==> src/rtl/tfo_bh_pkg.sv <==
// Shared types and constants of the fast-open failure tracker.
package tfo_bh_pkg;

    localparam int ENTRIES   = 64;
    localparam int IDX_W     = (ENTRIES > 1) ? $clog2(ENTRIES) : 1;
    localparam int KEY_W     = 64;
    localparam int FAIL_W    = 16;
    localparam int TICK_W    = 32;
    localparam int CNT_W     = 7;
    localparam int OP_W      = 3;
    localparam int CFG_IDX_W = 1;
    localparam int CFG_W     = 32;
    localparam int IN_DATA_W = 160;
    localparam int IN_USER_W = 4;
    localparam int OUT_W     = 16;

    localparam logic [CFG_IDX_W-1:0] REG_FAIL_THRESHOLD = 1'd0;
    localparam logic [CFG_IDX_W-1:0] REG_TIMEOUT_TICKS  = 1'd1;

    localparam logic [FAIL_W-1:0] THRESHOLD_RST = 16'd3;
    localparam logic [TICK_W-1:0] TIMEOUT_RST   = 32'd3600;
    localparam logic [FAIL_W-1:0] FAIL_MAX      = '1;
    localparam logic [CNT_W-1:0]  CNT_MAX       = '1;

    typedef enum logic [OP_W-1:0] {
        OP_RECORD = 3'd0,
        OP_CHECK  = 3'd1,
        OP_CLEAR  = 3'd2,
        OP_SWEEP  = 3'd3,
        OP_FLUSH  = 3'd4
    } t_op;

    typedef enum logic [2:0] {
        S_IDLE,
        S_SCAN,
        S_TAIL,
        S_UPDATE,
        S_RESP
    } t_state;

    typedef struct packed {
        logic load;     // capture the input transaction, restart the walk
        logic issue;    // read the next table entry
        logic update;   // apply the final write and form the result
        logic present;  // move the result into the output register
    } t_cmd;

    typedef struct packed {
        logic last_addr;
        logic out_free;
    } t_sts;

    typedef struct packed {
        logic [KEY_W-1:0]  key;
        logic [FAIL_W-1:0] fail;
        logic [TICK_W-1:0] last_tick;
    } t_entry;

endpackage

==> src/rtl/tfo_bh_ctrl.sv <==
// Sequencer of the tracker: accept, table walk, update and result hand-off.
module tfo_bh_ctrl (
    input  logic              i_clk,
    input  logic              i_rst_n,
    input  logic              i_s_tvalid,
    output logic              o_s_tready,
    input  tfo_bh_pkg::t_sts  i_sts,
    output tfo_bh_pkg::t_cmd  o_cmd
);
    import tfo_bh_pkg::*;

    t_state r_state;
    t_state n_state;

    always_ff @(posedge i_clk) begin
        if (!i_rst_n) begin
            r_state <= S_IDLE;
        end else begin
            r_state <= n_state;
        end
    end

    always_comb begin
        n_state = r_state;
        unique case (r_state)
            S_IDLE: begin
                if (i_s_tvalid) n_state = S_SCAN;
            end
            S_SCAN: begin
                if (i_sts.last_addr) n_state = S_TAIL;
            end
            S_TAIL:   n_state = S_UPDATE;
            S_UPDATE: n_state = S_RESP;
            S_RESP: begin
                if (i_sts.out_free) n_state = S_IDLE;
            end
            default:  n_state = S_IDLE;
        endcase
    end

    always_comb begin
        o_cmd      = '0;
        o_s_tready = 1'b0;
        unique case (r_state)
            S_IDLE: begin
                o_s_tready = 1'b1;
                o_cmd.load = i_s_tvalid;
            end
            S_SCAN:   o_cmd.issue   = 1'b1;
            S_TAIL:   o_cmd         = '0;
            S_UPDATE: o_cmd.update  = 1'b1;
            S_RESP:   o_cmd.present = i_sts.out_free;
            default:  o_cmd         = '0;
        endcase
    end

endmodule

==> config.mk <==
export PLATFORM = sky130hd
export DESIGN_NAME = tfo_bh_ctrl
export DESIGN_NICKNAME = d
export VERILOG_FILES = /design/src/rtl/tfo_bh_pkg.sv /design/src/rtl/tfo_bh_ctrl.sv
export SDC_FILE = /design/constraint.sdc
export NUM_CORES = 1
export LEC_CHECK = 0
export BUFFER_PORTS_ARGS = -buffer_cell sky130_fd_sc_hd__buf_4
export CELL_PAD_IN_SITES_DETAIL_PLACEMENT = 1
export CELL_PAD_IN_SITES_GLOBAL_PLACEMENT = 1
export CORE_AREA = 3 3 40 42
export DETAILED_ROUTE_END_ITERATION = 16
export DIE_AREA = 0 0 43 45
export GPL_TIMING_DRIVEN = 0
export HOLD_SLACK_MARGIN = 0.12
export MAX_ROUTING_LAYER = met4
export PLACE_DENSITY = 0.61
export RECOVER_POWER = 50
export SYNTH_ARGS = -nofsm -noshare
export SYNTH_HDL_FRONTEND = slang
export SYNTH_SLANG_ARGS = --single-unit
==> constraint.sdc <==
create_clock -name i_clk -period 1.9 [get_ports i_clk]
set_clock_uncertainty 0.15 [all_clocks]
set_input_delay 0.095 -clock i_clk [delete_from_list [all_inputs] [get_ports i_clk]]
set_output_delay 0.095 -clock i_clk [all_outputs]
set_load 0.02 [all_outputs]
==> results of run 1 <==
-- cell usage after synthesis (all sizes together) --
library cell | number | area (um^2)
dfxtp | 3 | 60.06
nor3b | 2 | 15.01
nor2b | 1 | 8.760
nor2 | 3 | 11.26
and2 | 2 | 13.77
nand2 | 3 | 11.26
nor4 | 1 | 21.27
nand2b | 1 | 6.260
o311a | 1 | 10.01
mux2i | 2 | 20.02
o22ai | 1 | 6.260
buf | 3 | 33.78
nor3 | 2 | 15.01
nor4b | 1 | 23.77
and3b | 1 | 8.760
-- cell families (layout without fill, tap and decap cells) --
| family | count (synthesis) | after routing |
|---|---|---|
| AOI/OAI and AO/OA | 2 | 2 |
| buffers and inverters | 3 | 19 |
| DFF | 3 | 3 |
| muxes | 2 | 2 |
| and+or+nand+nor | 17 | 17 |
-- tightest hold or removal path, stage by stage --
cell,delay [ns]
buf_4,0.11
mux2i_1,0.06
nand2_1,0.06
o311a_1,0.15
-- layer usage --
| metal | wire length, um | vias to the layer above |
|---|---|---|
| met5 | 0 | - |
| met4 | 0 | 0 |
| met3 | 34 | 0 |
| met2 | 313 | 8 |
| met1 | 256 | 110 |
| li1 | - | 126 |
-- path summary, 6_finish.rpt --
kind | from | endpoint | depth (start not counted)
worst max register to register | r_state[1] | r_state[0] | 5
worst max-delay path | r_state[1] | r_state[0] | 5
worst min-delay path | i_s_tvalid | r_state[2] | 4
worst min register to register | r_state[2] | r_state[1] | 2
-- power by group through the flow --
stage	registers, mW	logic [mW]	clock network [mW]
after global placement	0.0741	0.122	0
after CTS	0.0735	0.132	0.116
after detailed placement	0.0745	0.125	0
final	0.0733	0.124	0.110
after floorplan	0.0737	0.0860	0
after global routing	0.0737	0.136	0.126
-- area by class of cell --
cell class / instances / area, um^2
well taps: 15 / 18.77
repair buffers: 12 / 90.09
multi-input cells: 21 / 168.9
fillers: 156 / 887.1
clock buffers: 4 / 26.28
flip-flops and latches: 3 / 60.06
plain buffers: 3 / 33.78
-- layout by cell type (no fill, tap or decap), drive strengths merged --
master,count
nand2b,1
nor3,2
nand2,3
and3b,1
nor2,3
nor4,1
o22ai,1
and2,2
nor2b,1
nor3b,2
dlygate4sd3,3
dfxtp,3
mux2i,2
nor4b,1
clkbuf,6
buf,10
o311a,1
==> flow_metrics.env, run 1 <==
export IMPL_required_ns=1.86
export IMPL_rrSetupSlack_ns=0.28
export IMPL_grt_max_degree=11
export IMPL_grt_util_met2_pct=12.87
export IMPL_numCtsBuffers=3
export IMPL_final_nets=49
export IMPL_drc=0
export IMPL_fin_ws_ns=0.2801
export IMPL_reg_top3="r_state x3"
export IMPL_p_total_uw=307.3
export IMPL_cts_setup_buffers=0
export IMPL_period_share_pct=85.26
export IMPL_clkLatencyLatePin_ns=0.23
export IMPL_antenna_found_initial=0
export IMPL_avgSynthCellArea_um2=9.824
export IMPL_overflow=0
export IMPL_fin_crit_ns=1.620
export IMPL_ctsHoldBuffers=3
export IMPL_ys_types=17
export IMPL_synth_top_family_by_area="simple AND/OR/NAND/NOR gates"
export IMPL_route_antenna_remaining_nets=0
export IMPL_yosysSeqAreaShare_pct=22.64
export IMPL_ir_drop_uv=235.0
export IMPL_fin_area_um2=397.9
export IMPL_grtUsageTotal_pct=8.055
export IMPL_synth_area_um2=265.3
export IMPL_start_util_pct=20.64
export IMPL_clockPowerShare_pct=35.9
export IMPL_area_growth_pct=50.00
export IMPL_final_util_pct=30.96
export IMPL_grt_util_met1_pct=8.654
export IMPL_synth_compound_area_share_pct=6.132
export IMPL_ios=10
export IMPL_cp_start_kind="flip-flop"
export IMPL_dp_slack_ns=0.7147
export IMPL_cts_tree="done"
export IMPL_cts_max_path_buffers=2
export IMPL_grt_pass1_vias=250
export IMPL_largest_register="r_state"
export IMPL_dp_cells=51
export IMPL_cts_sinks=3
export IMPL_cts_resized=0
export IMPL_synthXorXnorAreaFrac_pct=0
export IMPL_crit_path_max_incr_delay_ns=0.54
export IMPL_drt_iter0_drc=0
export IMPL_clk_pin_slew_ns=0.04
export IMPL_critical_path_top_delay_family="buffers and inverters"
export IMPL_power_frac_seq_pct=23.9
export IMPL_setup_viol=0
export IMPL_grt_busiest_layer="met2"
export IMPL_grtUsageMet3_pct=4.781
export IMPL_p_int_uw=210.0
export IMPL_synth_adder_area_share_pct=0
export IMPL_drive_above_1_share_pct=39.53
export IMPL_ys_seq_elements=3
export IMPL_num_rows=13
export IMPL_hp_class="input port to flip-flop"
export IMPL_die_area_um2=1935
export IMPL_firstDrtPassIters=1
export IMPL_die_y_um=45
export IMPL_netSwitchingPower_uw=97.31
export IMPL_finalSetupTns_ns=0
export IMPL_placed_area_um2=351.6
export IMPL_via_count=244
export IMPL_cts_root_buf="clkbuf_4"
export IMPL_hold_slack_ns=0.1405
export IMPL_swShare_pct=31.67
export IMPL_hold_violations=0
export IMPL_p_per_area_nw_per_um2=772.3
export IMPL_synth_mux_area_share_pct=7.547
export IMPL_viasPerCell=4.207
export IMPL_arrival_ns=1.58
export IMPL_p_leak_nw=0.1683
export IMPL_max_cap_violations=0
export IMPL_yosysWarnings=0
export IMPL_rsz0062_at_grt="false"
export IMPL_worstMarginPinSlew_ns=0.2746
export IMPL_antennaDiodeCount=0
export IMPL_htree_levels=1
export IMPL_fmax_mhz=617.3
export IMPL_wl_per_cell_um=10.41
export IMPL_wl_um=604
export IMPL_status="finished, final reports clean"
export IMPL_largest_reg_flops=3
export IMPL_core_area_um2=1285
export IMPL_path_buf_inv=2
export IMPL_worstPathCellList="buf_6 -> nand2b_1 -> o22ai_1 -> and3b_1 -> dlygate4sd3_1"
export IMPL_postSynthCellCount=27
export IMPL_maxSlewHeadroom_pct=81.77
export IMPL_io_buffer_count=9
export IMPL_slew_viol_final=0
export IMPL_critical_path_class="flip-flop to flip-flop"
export IMPL_syn_nets=32
export IMPL_grt_pass1_wl_mm=1.124
export IMPL_die_x_um=43
export IMPL_cp_end_kind="flip-flop"
export IMPL_crit_fanout=10
export IMPL_slowest_stage="dlygate4sd3_1"
export IMPL_combPwrFrac_pct=40.3
export IMPL_synth_simple_area_share_pct=50.94
export IMPL_instances_no_fill=58
export IMPL_gp_congestion=0.6658
No activity file was read; power rests on OpenSTA's default activity.
==> run 2: changes to the inputs <==
- PLACE_DENSITY: 0.61 -> 0.57
==> run 2 against run 1 <==
  * Sequential share of layout area grew 0.24 points
  * Final area down 1.6%
  * Register-to-register slack about the same
  * Sequential power barely moved
  * Maximum frequency is 0.65% lower
  * Setup slack worse by 0.011 ns
  * Clock power barely moved
  * Combinational power is essentially flat
  * Power down 0.89%
  * Critical path type unchanged
  * Critical endpoint unchanged
==> flow_metrics.env, run 2 (synthesis gave the netlist of run 1 again) <==
export IMPL_viasPerCell=4.228
export IMPL_rsz0062_at_grt="false"
export IMPL_antennaDiodeCount=0
export IMPL_grt_pass1_vias=255
export IMPL_grt_pass1_wl_mm=1.041
export IMPL_cts_tree="done"
export IMPL_io_buffer_count=9
export IMPL_drc=0
export IMPL_die_x_um=43
export IMPL_grt_max_degree=11
export IMPL_endpoint="r_state[0]"
export IMPL_hp_class="input port to flip-flop"
export IMPL_reg_top3="r_state x3"
export IMPL_critical_path_class="flip-flop to flip-flop"
export IMPL_dpl_hpwl_um=433
export IMPL_fmax_mhz=613.3
export IMPL_finalSetupTns_ns=0
export IMPL_cts_max_path_buffers=2
export IMPL_wl_per_cell_um=10.30
export IMPL_arrival_ns=1.59
export IMPL_numCtsBuffers=3
export IMPL_dp_slack_ns=0.7178
export IMPL_htree_levels=1
export IMPL_num_rows=13
export IMPL_grtUsageTotal_pct=7.455
export IMPL_ir_drop_uv=220.4
export IMPL_die_area_um2=1935
export IMPL_antenna_found_initial=0
export IMPL_final_nets=48
export IMPL_firstDrtPassIters=1
export IMPL_cts_sinks=3
export IMPL_slowest_stage="dlygate4sd3_1"
export IMPL_crit_fanout=10
export IMPL_final_util_pct=30.48
export IMPL_cp_end_kind="flip-flop"
export IMPL_hold_violations=0
export IMPL_crit_reg2reg_launch="r_state[1]"
export IMPL_ios=10
export IMPL_max_cap_violations=0
export IMPL_gp_congestion=0.6261
export IMPL_fin_crit_ns=1.630
export IMPL_drive_above_1_share_pct=42.86
export IMPL_drt_iter0_drc=0
export IMPL_p_per_area_nw_per_um2=777.6
export IMPL_overflow=0
export IMPL_area_growth_pct=47.64
export IMPL_path_buf_inv=2
export IMPL_worstPathCellList="buf_6 -> nand2b_1 -> o22ai_1 -> and3b_1 -> dlygate4sd3_1"
export IMPL_largest_register="r_state"
export IMPL_cp_start_kind="flip-flop"
export IMPL_final_common_cell="buf_4"
export IMPL_core_area_um2=1285
export IMPL_cts_root_buf="clkbuf_4"
export IMPL_fin_ws_ns=0.2696
export IMPL_p_leak_nw=0.1678
export IMPL_slew_viol_final=0
export IMPL_wl_um=587
export IMPL_die_y_um=45
export IMPL_worst_path_stages=5
export IMPL_worstMarginPinSlew_ns=0.2472
export IMPL_required_ns=1.86
export IMPL_period_share_pct=85.81
export IMPL_clkLatencyLatePin_ns=0.23
export IMPL_crit_path_max_incr_delay_ns=0.54
export IMPL_critical_path_top_delay_family="buffers and inverters"
export IMPL_setup_viol=0
export IMPL_rrSetupSlack_ns=0.27
export IMPL_status="finished, final reports clean"
export IMPL_start_util_pct=20.64
export IMPL_maxSlewHeadroom_pct=83.59
export IMPL_reg2regPathDepth=5
export IMPL_clk_pin_slew_ns=0.04
export IMPL_route_antenna_remaining_nets=0
export IMPL_holdPathStages=4
export IMPL_rr_endpoint="r_state[0]"
export IMPL_critical_path_startpoint="r_state[1]"
export IMPL_via_count=241
export IMPL_largest_reg_flops=3
==> run 2: changes by cell type in the layout (fill, tap and decap cells not counted), sizes merged <==
cell	previous run	this run
buf	10	11
dlygate4sd3	3	2
clkbuf	6	5
==> run 2: per-layer routing <==
layer,vias up,wire (um),GRT usage (%)
met5,-,0,-
met4,0,0,1.807
met3,0,35,4.781
met2,8,298,11.68
met1,110,252,7.933
li1,123,-,-
==> run 2: layout make-up <==
type / instances / area, um^2
Clock buffer: 4 / 26.28
Tap cell: 15 / 18.77
Buffer: 3 / 33.78
Fill cell: 167 / 893.4
Timing Repair Buffer: 11 / 83.83
Sequential cell: 3 / 60.06
Multi-Input combinational cell: 21 / 168.9
==> run 2: power breakdown <==
group,internal (mW),switching [mW],leakage [nW]
clock,0.0786,0.0309,0.0150
sequential,0.0699,0.00356,0.0247
combinational,0.0610,0.0606,0.128
total,0.209,0.0951,0.168
==> run 2: per-stage QoR <==
stage          total power [mW]  instance area [um^2]  cells  hold WS, ns
2_1_floorplan            0.1597                 265.3     27      0.07625
3_3_place_gp             0.1965                 351.6     51       0.2072
3_5_place_dp             0.1976                 351.6     51       0.2097
4_1_cts                  0.3183                 397.9     57       0.1280
5_1_grt                  0.3315                 391.6     57       0.1453
6_report                 0.3045                 391.6     57       0.1247
==> run 2: worst min-delay path by stage <==
stage / from / endpoint / slack [ns]
after floorplan: i_rst_n / r_state[2] / 0.08
after global placement: i_rst_n / r_state[0] / 0.21
after detailed placement: i_rst_n / r_state[0] / 0.21
after CTS: i_sts[1] / r_state[2] / 0.13
after global routing: i_sts[1] / r_state[2] / 0.15
final: i_sts[1] / r_state[2] / 0.12
==> run 2: tightest hold or removal path, delay by kind of cell <==
kind | cells | cell delay (ns)
AND/OR/NAND/NOR | 1 | 0.07
buffers and inverters | 1 | 0.09
AO/OA/AOI/OAI | 1 | 0.15
multiplexers | 1 | 0.06
==> run 2: timing repair <==
action / 4_1_cts / 5_1_grt
resized for setup: 0 / 0
setup buffers: 0 / 0
hold buffers: 2 / 0
hold endpoints to repair: 3 / 0
setup endpoints to repair: 0 / 0
==> run 3: changes to the inputs <==
- BUFFER_PORTS_ARGS: -buffer_cell sky130_fd_sc_hd__buf_4 -> -buffer_cell sky130_fd_sc_hd__buf_2
- CELL_PAD_IN_SITES_DETAIL_PLACEMENT: 1 -> 0
==> run 3 against run 2 <==
  * Register-to-register slack better by 0.43 ns
  * Critical path depth down 1
  * Core utilization down 1.7 points
  * Critical endpoint is now o_cmd[3]
  * Combinational power down 7%
  * Largest cell class unchanged
==> flow_metrics.env, run 3 (synthesis gave the netlist of run 1 again) <==
export IMPL_status="finished, final reports clean"
export IMPL_drt_iter0_drc=11
export IMPL_ir_drop_uv=170.5
export IMPL_overflow=0
export IMPL_critical_path_class="flip-flop to output pin"
export IMPL_worstMarginPinSlew_ns=0.2490
export IMPL_slowest_stage="dfxtp_1"
export IMPL_p_leak_nw=0.1594
export IMPL_die_area_um2=1935
export IMPL_reg2regPathDepth=4
export IMPL_p_per_area_nw_per_um2=805.3
export IMPL_cts_tree="done"
export IMPL_fmax_mhz=706.3
export IMPL_hold_violations=0
export IMPL_period_share_pct=74.51
export IMPL_cp_start_kind="flip-flop"
export IMPL_largest_register="r_state"
export IMPL_cts_max_path_buffers=2
export IMPL_hold_start="i_s_tvalid"
export IMPL_p_int_uw=201.2
export IMPL_final_common_cell="buf_2"
export IMPL_path_buf_inv=2
export IMPL_clockPowerShare_pct=37.7
export IMPL_gp_congestion=0.6646
export IMPL_hp_class="input port to flip-flop"
export IMPL_start_util_pct=20.64
export IMPL_rsz0062_at_grt="false"
export IMPL_wl_um=561
export IMPL_io_buffer_count=9
export IMPL_cts_root_buf="clkbuf_4"
export IMPL_crit_reg2reg_launch="r_state[1]"
export IMPL_drive_above_1_share_pct=40.48
export IMPL_area_growth_pct=39.62
export IMPL_finalSetupTns_ns=0
export IMPL_grt_pass1_vias=241
export IMPL_grt_max_degree=11
export IMPL_die_x_um=43
export IMPL_final_util_pct=28.82
export IMPL_antennaDiodeCount=0
export IMPL_htree_levels=1
export IMPL_combPwrFrac_pct=37.8
export IMPL_arrival_ns=1.17
export IMPL_n_fill_cell=148
export IMPL_required_ns=1.65
export IMPL_viasPerCell=4.158
export IMPL_final_nets=48
export IMPL_fin_crit_ns=1.416
export IMPL_numCtsBuffers=3
export IMPL_largest_reg_flops=3
export IMPL_reg_top3="r_state x3"
export IMPL_core_area_um2=1285
export IMPL_critical_path_startpoint="r_state[0]"
export IMPL_route_antenna_remaining_nets=0
export IMPL_die_y_um=45
export IMPL_firstDrtPassIters=4
export IMPL_slew_viol_final=0
export IMPL_clkLatencyLatePin_ns=0.23
export IMPL_setup_viol=0
export IMPL_cts_sinks=3
export IMPL_holdPathStages=4
export IMPL_cp_end_kind="output pin"
export IMPL_worst_path_stages=4
export IMPL_multiInputGateArea_um2=168.9
export IMPL_clk_pin_slew_ns=0.04
export IMPL_critical_path_top_delay_family="simple AND/OR/NAND/NOR gates"
export IMPL_grt_pass1_wl_um=917
export IMPL_antenna_found_initial=0
export IMPL_num_rows=13
export IMPL_wl_per_cell_um=9.842
export IMPL_crit_path_max_incr_delay_ns=0.31
export IMPL_swShare_pct=32.54
export IMPL_power_frac_seq_pct=24.5
export IMPL_seq_area_um2=60.06
export IMPL_grtUsageTotal_pct=7.112
export IMPL_via_count=237
export IMPL_worstPathCellList="buf_6 -> nor3_2 -> and2_1 -> buf_2"
export IMPL_ios=10
export IMPL_max_cap_violations=0
export IMPL_cts_resized=0
export IMPL_netSwitchingPower_uw=97.05
export IMPL_drc=0
export IMPL_maxSlewHeadroom_pct=83.47
export IMPL_crit_fanout=10
export IMPL_cts_setup_buffers=0
## run 3: changes by cell type in the layout (fill, tap and decap cells not counted)
cell      before  now
buf_2          0    7
buf_4          8    0
clkbuf_1       2    3
## run 3: final timing paths
path	to	slack [ns]
setup / recovery	o_cmd[3]	0.48
hold / removal	r_state[2]	0.17
setup reg to reg	r_state[2]	0.70
hold reg to reg	r_state[1]	0.42
## run 3: layer usage
metal	vias to the layer above	global-route usage, %	part of all wire [%]
met3	0	2.390	4.3
li1	124	-	-
met5	-	-	0
met2	6	10.48	53
met1	107	6.490	43
met4	0	9.036	0
## run 3: final cells by class
class | count | area share (%)
clock buffer | 4 | 7.095
multi-input combinational | 21 | 45.61
buffer | 3 | 9.122
sequential | 3 | 16.22
tap | 15 | 5.068
timing repair buffer | 11 | 16.89
## run 3: power by group through the flow
stage	Clock (mW)	Sequential (mW)	Combinational, mW
final	0.112	0.0732	0.113
after global routing	0.123	0.0737	0.123
after CTS	0.117	0.0733	0.116
after detailed placement	0	0.0743	0.112
after global placement	0	0.0741	0.112
after floorplan	0	0.0737	0.0860
## run 3: through the flow
| stage | cell area [um^2] | std cells | power [mW] | setup WS (ns) | hold slack [ns] |
|---|---|---|---|---|---|
| 3_3_place_gp | 329.1 | 51 | 0.1863 | 0.7303 | 0.2172 |
| 6_report | 370.4 | 57 | 0.2983 | 0.4843 | 0.1720 |
| 3_5_place_dp | 329.1 | 51 | 0.1868 | 0.7283 | 0.2199 |
| 2_1_floorplan | 265.3 | 27 | 0.1597 | 0.5527 | 0.07625 |
| 4_1_cts | 375.4 | 57 | 0.3060 | 0.4765 | 0.1717 |
| 5_1_grt | 370.4 | 57 | 0.3192 | 0.4225 | 0.1889 |
## run 3: tightest hold or removal path, cell delays in order
cell and delay [ns]:
buf_2 0.13, mux2i_1 0.08, nand2_1 0.07, o311a_1 0.15
## run 3: what timing repair did
action / 4_1_cts / 5_1_grt
endpoints found under the setup margin: 0 / 0
hold buffers: 2 / 0
endpoints found under the hold margin: 3 / 0
